**src/hw/rtl/bleadp_pkg.sv**
```systemverilog
// ----------------------------------------------------------------------------
// bleadp_pkg
// Shared types and constants for the advertising-data structure parser.
// ----------------------------------------------------------------------------
package bleadp_pkg;

   // Default end-of-payload byte limit
   localparam int MAX_PAYLOAD_DEF = 31;

   localparam int CNT_W = 5;
   localparam logic [CNT_W-1:0] CNT_MAX = 5'd31;
   localparam logic [CNT_W-1:0] LEN_CAP = 5'd31;

   // AD types and 16-bit service UUIDs of interest
   localparam logic [7:0]  T_SERVICE16 = 8'h16;
   localparam logic [7:0]  T_NAME      = 8'h09;
   localparam logic [15:0] U_THERMO    = 16'h1809;
   localparam logic [15:0] U_BATTERY   = 16'h180F;

   // Result kind codes
   localparam logic [2:0] KIND_OTHER   = 3'd0;
   localparam logic [2:0] KIND_NAME    = 3'd1;
   localparam logic [2:0] KIND_SERVICE = 3'd2;
   localparam logic [2:0] KIND_THERMO  = 3'd3;
   localparam logic [2:0] KIND_BATTERY = 3'd4;

   typedef enum logic [1:0] {
      PH_LEN  = 2'd0,
      PH_TYPE = 2'd1,
      PH_DATA = 2'd2
   } phase_type;

   typedef struct packed {
      logic [7:0] data_byte;
      logic       first_byte;
   } req_type;

   typedef struct packed {
      logic [7:0]  ad_type;
      logic [4:0]  struct_length;
      logic [2:0]  kind;
      logic [15:0] uuid16;
      logic [7:0]  battery_level;
      logic [23:0] temperature_hundredths;
      logic        value_valid;
      logic [4:0]  bytes_consumed;
      logic        payload_end;
   } rsp_type;

endpackage

```
**src/hw/rtl/bleadp_core.sv**
```systemverilog
// ----------------------------------------------------------------------------
// bleadp_core
// Parse state and combinational step logic: one payload byte per fire.
// ----------------------------------------------------------------------------
module bleadp_core #(
   parameter int MAX_PAYLOAD = bleadp_pkg::MAX_PAYLOAD_DEF
) (
   input  logic              clock,
   input  logic              reset,
   input  logic              fire,
   input  bleadp_pkg::req_type item,
   output logic              has_result,
   output bleadp_pkg::rsp_type result
);
   import bleadp_pkg::*;

   phase_type   phase_ff, phase_in, e_phase;
   logic [4:0]  len_ff, len_in, e_len;
   logic [4:0]  left_ff, left_in, e_left, left_dec;
   logic [7:0]  type_ff, type_in, e_type;
   logic [4:0]  idx_ff, idx_in, e_idx;
   logic [15:0] uuid_ff, uuid_in, e_uuid;
   logic [23:0] value_ff, value_in, e_value;
   logic [4:0]  cnt_ff, cnt_in, e_cnt, cnt_inc;
   logic        done_ff, done_in, e_done;
   logic        emit, end_flag, lim;
   logic [7:0]  b;
   logic [4:0]  after;

   // first_byte restarts from the reset state
   always_comb begin
      b       = item.data_byte;
      e_phase = item.first_byte ? PH_LEN : phase_ff;
      e_len   = item.first_byte ? '0 : len_ff;
      e_left  = item.first_byte ? '0 : left_ff;
      e_type  = item.first_byte ? '0 : type_ff;
      e_idx   = item.first_byte ? '0 : idx_ff;
      e_uuid  = item.first_byte ? '0 : uuid_ff;
      e_value = item.first_byte ? '0 : value_ff;
      e_cnt   = item.first_byte ? '0 : cnt_ff;
      e_done  = item.first_byte ? 1'b0 : done_ff;
   end

   assign cnt_inc  = (e_cnt < CNT_MAX) ? e_cnt + 5'd1 : e_cnt;
   assign lim      = 32'(cnt_inc) >= 32'(MAX_PAYLOAD);
   assign left_dec = (e_left != 5'd0) ? e_left - 5'd1 : e_left;

   // Next state
   always_comb begin
      phase_in = e_phase;
      len_in   = e_len;
      left_in  = e_left;
      type_in  = e_type;
      idx_in   = e_idx;
      uuid_in  = e_uuid;
      value_in = e_value;
      cnt_in   = e_cnt;
      done_in  = e_done;
      emit     = 1'b0;
      end_flag = 1'b0;
      if (!e_done) begin
         cnt_in = cnt_inc;
         if (e_phase == PH_LEN) begin
            type_in  = '0;
            idx_in   = '0;
            uuid_in  = '0;
            value_in = '0;
            if (b == 8'd0) begin
               len_in   = '0;
               left_in  = '0;
               done_in  = 1'b1;
               emit     = 1'b1;
               end_flag = 1'b1;
            end else begin
               len_in   = (b > 8'(LEN_CAP)) ? LEN_CAP : b[4:0];
               left_in  = (b > 8'(LEN_CAP)) ? LEN_CAP : b[4:0];
               phase_in = PH_TYPE;
               if (lim) begin
                  done_in  = 1'b1;
                  emit     = 1'b1;
                  end_flag = 1'b1;
               end
            end
         end else begin
            if (e_phase == PH_TYPE) begin
               type_in = b;
            end else begin
               case (e_idx)
                  5'd0: uuid_in = e_uuid | {8'h00, b};
                  5'd1: uuid_in = e_uuid | {b, 8'h00};
                  5'd2: value_in = e_value | {16'h0000, b};
                  5'd3: value_in = e_value | {8'h00, b, 8'h00};
                  5'd4: value_in = e_value | {b, 16'h0000};
                  default: ;
               endcase
               idx_in = (e_idx < 5'd31) ? e_idx + 5'd1 : e_idx;
            end
            left_in  = left_dec;
            phase_in = PH_DATA;
            if (left_dec == 5'd0 || lim) begin
               phase_in = PH_LEN;
               emit     = 1'b1;
               end_flag = lim;
               if (lim) begin
                  done_in = 1'b1;
               end
            end
         end
      end
   end

   // Result decode from the updated state
   always_comb begin
      after      = (idx_in > 5'd2) ? idx_in - 5'd2 : 5'd0;
      has_result = emit;
      result     = '0;
      result.ad_type        = type_in;
      result.struct_length  = len_in;
      result.bytes_consumed = cnt_in;
      result.payload_end    = end_flag;
      if (type_in == T_NAME) begin
         result.kind = KIND_NAME;
      end else if (type_in == T_SERVICE16) begin
         result.uuid16 = uuid_in;
         if (uuid_in == U_THERMO) begin
            result.kind = KIND_THERMO;
            if (after >= 5'd3) begin
               result.value_valid            = 1'b1;
               result.temperature_hundredths = value_in;
            end
         end else if (uuid_in == U_BATTERY) begin
            result.kind = KIND_BATTERY;
            if (after >= 5'd1) begin
               result.value_valid   = 1'b1;
               result.battery_level = value_in[7:0];
            end
         end else begin
            result.kind = KIND_SERVICE;
         end
      end
   end

   always_ff @(posedge clock) begin
      if (reset) begin
         phase_ff <= PH_LEN;
         len_ff   <= '0;
         left_ff  <= '0;
         type_ff  <= '0;
         idx_ff   <= '0;
         uuid_ff  <= '0;
         value_ff <= '0;
         cnt_ff   <= '0;
         done_ff  <= 1'b0;
      end else if (fire) begin
         phase_ff <= phase_in;
         len_ff   <= len_in;
         left_ff  <= left_in;
         type_ff  <= type_in;
         idx_ff   <= idx_in;
         uuid_ff  <= uuid_in;
         value_ff <= value_in;
         cnt_ff   <= cnt_in;
         done_ff  <= done_in;
      end
   end

endmodule

```
**src/hw/rtl/bleadp_out_stage.sv**
```systemverilog
// ----------------------------------------------------------------------------
// bleadp_out_stage
// Result register with valid/stall handshake towards the consumer.
// ----------------------------------------------------------------------------
module bleadp_out_stage (
   input  logic              clock,
   input  logic              reset,
   input  logic              load,
   input  bleadp_pkg::rsp_type result,
   output logic              out_free,
   output logic              rsp_valid,
   input  logic              rsp_stall,
   output bleadp_pkg::rsp_type rsp_data
);
   import bleadp_pkg::*;

   logic    valid_ff, valid_in;
   rsp_type data_ff;

   assign out_free  = !valid_ff || !rsp_stall;
   assign valid_in  = load || (valid_ff && rsp_stall);
   assign rsp_valid = valid_ff;
   assign rsp_data  = data_ff;

   always_ff @(posedge clock) begin
      if (reset) begin
         valid_ff <= 1'b0;
      end else begin
         valid_ff <= valid_in;
      end
   end

   always_ff @(posedge clock) begin
      if (load) begin
         data_ff <= result;
      end
   end

endmodule

```
**src/hw/rtl/ble_adv_data_parser.sv**
```systemverilog
// A result passes the input register, then the result register, onto rsp_data.
// Throughput: one payload byte per cycle while no result is blocked; an input register
//   feeds the step logic and a result register decouples the consumer.
// A stall on rsp_ holds the next byte only if that byte produces a result.
// Reset (synchronous, active high) returns the parse to "expect length byte";
//   payload registers are not cleared.
// ----------------------------------------------------------------------------
// ble_adv_data_parser
// Walks length-type-data structures of an advertising payload, one byte per
// request, and reports each completed structure, and the payload end, with decoded fields.
// ----------------------------------------------------------------------------
module ble_adv_data_parser #(
   parameter int MAX_PAYLOAD = bleadp_pkg::MAX_PAYLOAD_DEF
) (
   input  logic              clock,
   input  logic              reset,
   input  logic              req_valid,
   output logic              req_stall,
   input  bleadp_pkg::req_type req_data,
   output logic              rsp_valid,
   input  logic              rsp_stall,
   output bleadp_pkg::rsp_type rsp_data
);
   import bleadp_pkg::*;

   // Input register: holds one request awaiting the step logic
   logic    in_valid_ff, in_valid_in;
   req_type in_data_ff;

   logic    has_result;
   rsp_type result;
   logic    out_free;
   logic    advance;

   // A byte with no result never waits for the result register
   assign advance     = in_valid_ff && (!has_result || out_free);
   assign req_stall   = in_valid_ff && !advance;
   assign in_valid_in = req_stall ? in_valid_ff : req_valid;

   always_ff @(posedge clock) begin
      if (reset) begin
         in_valid_ff <= 1'b0;
      end else begin
         in_valid_ff <= in_valid_in;
      end
   end

   always_ff @(posedge clock) begin
      if (req_valid && !req_stall) begin
         in_data_ff <= req_data;
      end
   end

   bleadp_core #(
      .MAX_PAYLOAD (MAX_PAYLOAD)
   ) u_core (
      .clock      (clock),
      .reset      (reset),
      .fire       (advance),
      .item       (in_data_ff),
      .has_result (has_result),
      .result     (result)
   );

   bleadp_out_stage u_out (
      .clock     (clock),
      .reset     (reset),
      .load      (advance && has_result),
      .result    (result),
      .out_free  (out_free),
      .rsp_valid (rsp_valid),
      .rsp_stall (rsp_stall),
      .rsp_data  (rsp_data)
   );

   // A held request means a result is blocked by the consumer
   a_stall_cause: assert property (@(posedge clock) disable iff (reset)
      req_stall |-> (rsp_valid && rsp_stall))
      else $error("request held without a blocked result");

   // Decoded values only for thermometer or battery
   a_valid_kind: assert property (@(posedge clock) disable iff (reset)
      (rsp_valid && rsp_data.value_valid) |->
         (rsp_data.kind == KIND_THERMO || rsp_data.kind == KIND_BATTERY))
      else $error("value_valid on a kind without a value");

   // UUID only reported for 16-bit service data
   a_uuid_type: assert property (@(posedge clock) disable iff (reset)
      (rsp_valid && rsp_data.ad_type != T_SERVICE16) |-> (rsp_data.uuid16 == 16'h0000))
      else $error("uuid16 set on a non service-data structure");

   // Temperature only for a valid thermometer reading
   a_temp_kind: assert property (@(posedge clock) disable iff (reset)
      (rsp_valid && !(rsp_data.kind == KIND_THERMO && rsp_data.value_valid)) |->
         (rsp_data.temperature_hundredths == 24'h000000))
      else $error("temperature set outside a valid thermometer result");

endmodule
```
**config.mk**
```make
export PLATFORM = sky130hd
export DESIGN_NAME = ble_adv_data_parser
export DESIGN_NICKNAME = d
export VERILOG_FILES = /design/src/hw/rtl/bleadp_pkg.sv /design/src/hw/rtl/bleadp_core.sv /design/src/hw/rtl/bleadp_out_stage.sv /design/src/hw/rtl/ble_adv_data_parser.sv
export SDC_FILE = /design/constraint.sdc
export NUM_CORES = 1
export LEC_CHECK = 0
export ABC_AREA = 1
export BUFFER_PORTS_ARGS = -buffer_cell sky130_fd_sc_hd__buf_4
export CAP_MARGIN = 20
export CORE_ASPECT_RATIO = 0.9
export CORE_UTILIZATION = 54
export DETAILED_ROUTE_END_ITERATION = 16
export PLACE_DENSITY = 0.75
export SYNTH_ARGS = -nofsm -noshare
export SYNTH_HDL_FRONTEND = slang
export SYNTH_SLANG_ARGS = --single-unit
```
**constraint.sdc**
```tcl
create_clock -name clock -period 7.6 [get_ports clock]
set_clock_uncertainty 0.05 [all_clocks]
set_input_delay 0.76 -clock clock [delete_from_list [all_inputs] [get_ports clock]]
set_output_delay 0.76 -clock clock [all_outputs]
set_load 0.01 [all_outputs]
```
==> impl_metrics.yaml, run 1 <==
outcome:
  outcome: "finished clean"
die:
  chipHeight_um: 115
  floorplan.initialDensity_pct: 56.4
  die_w_um: 128
  core-area_um2: 13600
  design.portCount: 86
  fp.dieArea_um2: 14700
  row_count: 40
global_route:
  grt_util_met2_pct: 37.5
  globalRoute.totalOverflow: 0
  groute.layer.met3.usage_pct: 4.93
  use_met1_pct: 37.6
  grt_first_pass_wirelength_um: 29000
  antenna_violations_before_repair: 0
  pin_count_of_the_biggest_net_entering_global_routing: 51
  via_count_of_the_first_global_routing_pass: 5770
  grt_usage_pct: 25.5
  top_usage_layer: "met1"
worst_setup_path:
  critical_path_peak_fanout: 43
  arrival_time_of_data_at_the_critical_path_endpoint_ns: 5.04
  path_class: "flop to flop"
  timing.critical_path.to_type: "flop"
  max_stage_delay_ns: 0.83
  startpoint_type: "flop"
  required_worst_endpoint_ns: 7.65
  critical_path.most_common_cell: "nand2_1"
  crit_path_cell_trace: "buf_4 -> inv_2 -> buf_4 -> nand2_1 -> inv_1 -> ha_1 -> nand4_1 -> nand2_1 -> o21ai_1 -> nand2_1 -> nand3_1 -> nand3_2 -> nand2_2 -> nor2_4 -> buf_12"
  critical-path-slowest-cell: "nor2_4"
sta:
  final-hold-violation-count: 0
  max_slew_margin_pct: 31.9
  worst_pin_slew_ns: 1.01
  final.period_utilization_pct: 65.7
  fmaxAchievable_mhz: 200
  setup_violations: 0
  setup_tns_ns: 0
  finalCriticalPeriod_ns: 4.99
  setup_repair_after_global_routing_missed_its_margin: "no"
  drv_slew: 0
placed_design:
  port_buffers: 85
  dp.final_hpwl_um: 11800
  globalplace.congestion: 0.898
pwr:
  cell_pwr_density_nw_per_um2: 229
  leakagePower_nw: 3.79
  ir_drop_uv: 172
  design_power_total_mw: 2.06
synthesis:
  count_leader_synth: "nor2_1"
  ys_async_sr_fraction_pct: 0
  ys_types: 44
  post-synth-top-area-cell: "edfxtp_1"
  synth_area_per_cell_um2: 7.83
  syn-num-nets: 997
  synth-seq-cells: 153
  synth.yosys.seq_area_share_pct: 50.3
  yosys_warnings: 0
  synth.cells.most_frequent: "226 x nor2_1, 205 x nand2_1, 95 x inv_1"
  syn-cell-area_um2: 7680
  netlist_instances: 980
  synth_top_cell_area_share_pct: 31.3
  synthFlopType: "edfxtp_1"
  post_synth_main_area_contributors: "edfxtp_1 31%, dfxtp_1 19%, nor2_1 11%"
  synth-edff-count: 80
cts:
  cts_setup_buffers: 0
  clockBufferDepth: 2
  post_cts_resized: 0
  tritoncts.num_buffers: 17
  root_buffer_cell: "clkbuf_16"
  clk-insertion-delay-late_ns: 0.42
  htreeDepth: 4
  clock_sinks: 153
  clock_tree_from_tritoncts: "done"
  cts_hold_repair.buffers: 0
  clk_pin_slew_ns: 0.06
routing:
  wl_per_cell_um: 14.3
  drc: 0
  drtPass1Iterations: 5
  initialDrtViolationCount: 710
  routed_via_density: 5.26
  routed-via-count: 6562
  final_antenna_net_count: 0
  final_wl_um: 17800
min_path:
  timing.hold.worst.class: "flop to flop"
cells_and_area:
  drive_above_1_share_pct: 17.3
  finish.net_count: 1063
  flow.area_growth_from_synthesis_pct: 17.2
  antenna_diodes: 0
  n_fill_cell: 1155
flow_run:
  number_of_maximum_capacitance_violations: 0
==> final cells by class <==
class / count / area [um^2] / share of cell area, %
inverter: 115 / 432 / 4.80
timing repair buffer: 91 / 696 / 7.73
tap: 189 / 236 / 2.63
clock buffer: 24 / 472 / 5.24
clock inverter: 8 / 168 / 1.86
multi-input combinational: 668 / 3130 / 34.8
sequential: 153 / 3860 / 42.9
==> routing by layer <==
layer / up-vias / part of all wire [%]
met1: 2972 / 47
met4: 0 / 2.0
met3: 28 / 7.7
met5: - / 0
li1: 3286 / -
met2: 276 / 43
==> cells by family after synthesis <==
| logic type | synth area share [%] |
|---|---|
| and+or+nand+nor | 30.9 |
| buffers and inverters | 8.96 |
| DFF | 50.3 |
| AOI/OAI and AO/OA | 8.83 |
| adders and majority gates | 0.652 |
| xor gates and xnor gates | 0.342 |
==> cell usage in the layout (no fill, tap or decap), types with 8 or more instances in the layout <==
cell type / count
inv_2: 18
o21ai_1: 39
a21oi_1: 27
o22ai_1: 11
nand4_1: 11
nand3_1: 54
inv_1: 95
edfxtp_1: 80
a32oi_1: 12
nor3_1: 9
buf_4: 90
dfxtp_1: 73
clkbuf_16: 17
nand2_1: 205
nor2_2: 17
o21ai_0: 8
nor2_1: 225
==> worst max-delay path, delay by kind of cell, from the launching register on <==
kind / cells / cell delay, ns
buf+inv: 5 / 1.56
compound gates: 1 / 0.07
flops: 1 / 0.35
fa+ha+maj: 1 / 0.20
simple gates: 8 / 2.36
==> power breakdown <==
group | total, mW | leakage, nW | internal [mW] | switching [mW]
clock | 0.908 | 0.308 | 0.599 | 0.309
combinational | 0.226 | 2.27 | 0.0704 | 0.156
sequential | 0.923 | 1.22 | 0.901 | 0.0217
total | 2.06 | 3.79 | 1.57 | 0.486
==> metrics by stage <==
| step | worst slack, ns | instance area, um^2 | utilization (%) | cells | hold WS (ns) |
|---|---|---|---|---|---|
| finish | 2.61 | 9000 | 66.1 | 1248 | 0.412 |
| global route | 2.24 | 9000 | 66.1 | 1248 | 0.437 |
| CTS | 2.71 | 9000 | 66.1 | 1248 | 0.410 |
| detailed placement | 2.72 | 8360 | 61.4 | 1216 | 0.401 |
| global placement | 2.84 | 8360 | 61.4 | 1216 | 0.401 |
| floorplan | 1.56 | 7680 | - | 980 | 0.383 |
==> flip-flops by register name, summed over array words and instances, names as in the netlist, 8 cells and up <==
signal and flops:
u_core.value_ff 24, in_data_ff 9, u_core.uuid_ff 16, u_core.type_ff 8
u_out.rsp_data 71
==> final timing paths <==
kind / from / end / slack (ns) / cells after the start
setup reg to reg: in_data_ff[0]$_DFFE_PP_ / u_out.rsp_data[9]$_SDFFCE_PP0P_ / 2.61 / 15
hold / removal: u_core.left_ff[1]$_SDFFE_PP0P_ / u_core.left_ff[1]$_SDFFE_PP0P_ / 0.41 / 2
setup / recovery: in_data_ff[0]$_DFFE_PP_ / u_out.rsp_data[9]$_SDFFCE_PP0P_ / 2.61 / 15
hold reg to reg: u_core.left_ff[1]$_SDFFE_PP0P_ / u_core.left_ff[1]$_SDFFE_PP0P_ / 0.41 / 2
Power figures use the tool's default switching activity.
==> run 2: changes to the inputs <==
ABC_AREA = 0   (was 1)
PLACE_DENSITY = 0.76   (was 0.75)
clock period = 5.2 ns   (was 7.6 ns; I/O delays follow)
==> run 2 against run 1 <==
  * Sequential cell count is the same
  * Hold slack got worse by 0.20 ns
  * Global-route usage rose by 0.71 points
  * Sequential share of layout area up 4.1 points
  * Cell count fell by 22%
  * Highest routed layer unchanged
  * Critical endpoint is now req_stall
  * Routed wire length fell by 6.1%
  * Critical path type is now flop to output port
  * Non-clock buffer count unchanged
  * Synthesized cell count is 25% lower
  * Sequential power is 44% higher
  * Final area down 8.6%
  * Die area decreased by 8.9%
  * Power is 33% higher
==> impl_metrics.yaml, run 2 <==
outcome:
  outcome: "finished clean"
cts:
  cts_hold_repair.buffers: 0
  root_buffer_cell: "clkbuf_16"
  clock_tree_from_tritoncts: "done"
  clockBufferDepth: 2
  clock_sinks: 153
  clk_pin_slew_ns: 0.06
  htreeDepth: 4
  clk-insertion-delay-late_ns: 0.43
  tritoncts.num_buffers: 17
  post_cts_resized: 0
  cts_setup_buffers: 0
routing:
  wl_per_cell_um: 17.2
  drc: 0
  final_antenna_net_count: 0
  final_wl_um: 16700
  routed_via_density: 5.89
  routed-via-count: 5719
  initialDrtViolationCount: 565
  drtPass1Iterations: 6
sta:
  setup_violations: 0
  max_slew_margin_pct: 41.4
  setup_tns_ns: 0
  fmaxAchievable_mhz: 233
  final.period_utilization_pct: 82.7
  final-hold-violation-count: 0
  drv_slew: 0
  setup_repair_after_global_routing_missed_its_margin: "no"
  finalCriticalPeriod_ns: 4.30
  worst_pin_slew_ns: 0.878
worst_setup_path:
  required_worst_endpoint_ns: 4.63
  path_class: "flop to output port"
  arrival_time_of_data_at_the_critical_path_endpoint_ns: 3.73
  startpoint_type: "flop"
  timing.reg2reg.setup_slack_ns: 1.15
  timing.critical_path.to_type: "output port"
  critical_path_peak_fanout: 22
placed_design:
  globalplace.congestion: 0.952
  dpl-instance-area_um2: 7620
  port_buffers: 85
  dp.final_hpwl_um: 10800
synthesis:
  syn-cell-area_um2: 6980
  post_synth_main_area_contributors: "edfxtp_1 34%, dfxtp_1 21%, a21oi_1 6.4%"
  syn-num-nets: 755
  ys_async_sr_fraction_pct: 0
  yosys_warnings: 0
  post-synth-top-area-cell: "edfxtp_1"
  synth_area_per_cell_um2: 9.46
  netlist_instances: 738
  synth-seq-cells: 153
  ys_types: 66
  synth-edff-count: 80
  count_leader_synth: "nand2_1"
  synth.cells.most_frequent: "105 x nand2_1, 91 x nor2_1, 89 x a21oi_1"
  synth_top_cell_area_share_pct: 34.4
  synthFlopType: "edfxtp_1"
  synth.yosys.seq_area_share_pct: 55.4
global_route:
  antenna_violations_before_repair: 0
  top_usage_layer: "met2"
  use_met1_pct: 34.4
  groute.layer.met3.usage_pct: 7.57
  globalRoute.totalOverflow: 0
  grt_usage_pct: 26.2
  pin_count_of_the_biggest_net_entering_global_routing: 59
  grt_util_met2_pct: 40.0
  grt_first_pass_wirelength_um: 26600
  via_count_of_the_first_global_routing_pass: 5306
cells_and_area:
  most-common-layout-cells: "105 x nand2_1, 91 x buf_4, 90 x nor2_1"
  n_fill_cell: 981
  leading_cell_type_in_the_layout_fill_and_taps_excluded: "nand2_1"
  antenna_diodes: 0
  drive_above_1_share_pct: 19.1
  finish.net_count: 811
  flow.area_growth_from_synthesis_pct: 17.8
  largest_reg_flops: 71
  stdcell_area_um2: 8220
pwr:
  cell_pwr_density_nw_per_um2: 334
  leakagePower_nw: 2.73
  ir_drop_uv: 217
die:
  fp.dieArea_um2: 13400
  floorplan.initialDensity_pct: 55.2
  row_count: 39
  die_w_um: 122
  design.portCount: 86
  chipHeight_um: 110
  core-area_um2: 12600
min_path:
  timing.hold.worst.class: "primary input to flop"
flow_run:
  number_of_maximum_capacitance_violations: 0
run 2: changes by cell type after synthesis, sizes merged, moves of 9 or more:
| cell | delta |
|---|---|
| nor2 | -146 |
| a31oi | +10 |
| inv | -89 |
| a21oi | +66 |
| a32oi | -10 |
| nand2 | -113 |
| clkbuf | +10 |
| nand3 | -50 |
| and2 | +9 |
run 2: cell type report:
type | count | area, um^2 | share of cell area, %
Sequential cell | 153 | 3860 | 47.0
Timing Repair Buffer | 91 | 683 | 8.31
Inverter | 24 | 90.1 | 1.10
Clock buffer | 19 | 433 | 5.27
Multi-Input combinational cell | 507 | 2780 | 33.8
Tap cell | 164 | 205 | 2.50
Clock inverter | 13 | 165 | 2.01
run 2: kinds of logic after synthesis:
| kind of cell | share of synthesized area, % |
|---|---|
| AND/OR/NAND/NOR | 20.0 |
| adder cells (fa/ha/maj) | 0.717 |
| XOR/XNOR | 0.627 |
| flip-flops | 55.4 |
| multiplexers | 0.305 |
| AO/OA/AOI/OAI | 17.8 |
| buffers and inverters | 5.23 |
run 2: critical path, stage by stage (launching register included):
cell and delay, ns:
edfxtp_1 0.83, inv_1 0.40, nand2_1 0.23, ha_1 0.21
inv_1 0.08, o311ai_0 0.29, o31ai_1 0.18, o211a_2 0.37
nor4b_1 0.49, buf_4 0.21
run 2: path summary, 6_finish.rpt:
| kind | endpoint | startpoint | cells after the start |
|---|---|---|---|
| worst max-delay path | req_stall | in_data_ff[0]$_DFFE_PP_ | 9 |
| worst min-delay path | in_data_ff[2]$_DFFE_PP_ | req_data[2] | 1 |
| worst max register to register | u_core.value_ff[14]$_SDFFE_PP0P_ | in_data_ff[0]$_DFFE_PP_ | 11 |
| worst min register to register | u_core.value_ff[6]$_SDFFE_PP0P_ | u_core.value_ff[6]$_SDFFE_PP0P_ | 2 |
run 2: through the flow:
step	total power, mW	setup WS (ns)	utilization [%]	instances	hold slack, ns
3_5_place_dp	1.51	1.24	60.3	939	0.397
4_1_cts	2.76	0.921	65.0	971	0.198
6_report	2.74	0.901	65.0	971	0.213
5_1_grt	2.82	0.687	65.0	971	0.199
3_3_place_gp	1.51	1.45	60.3	939	0.390
2_1_floorplan	1.45	0.0953	-	738	0.381
run 2: report_power, final:
part | switching (mW) | internal [mW]
combinational | 0.105 | 0.0575
sequential | 0.0396 | 1.29
clock | 0.493 | 0.759
run 2: metal layers:
metal	vias up	share of wire [%]
met5	-	0
met4	0	2.0
met3	27	8.3
met2	257	46
met1	2694	43
li1	2741	-
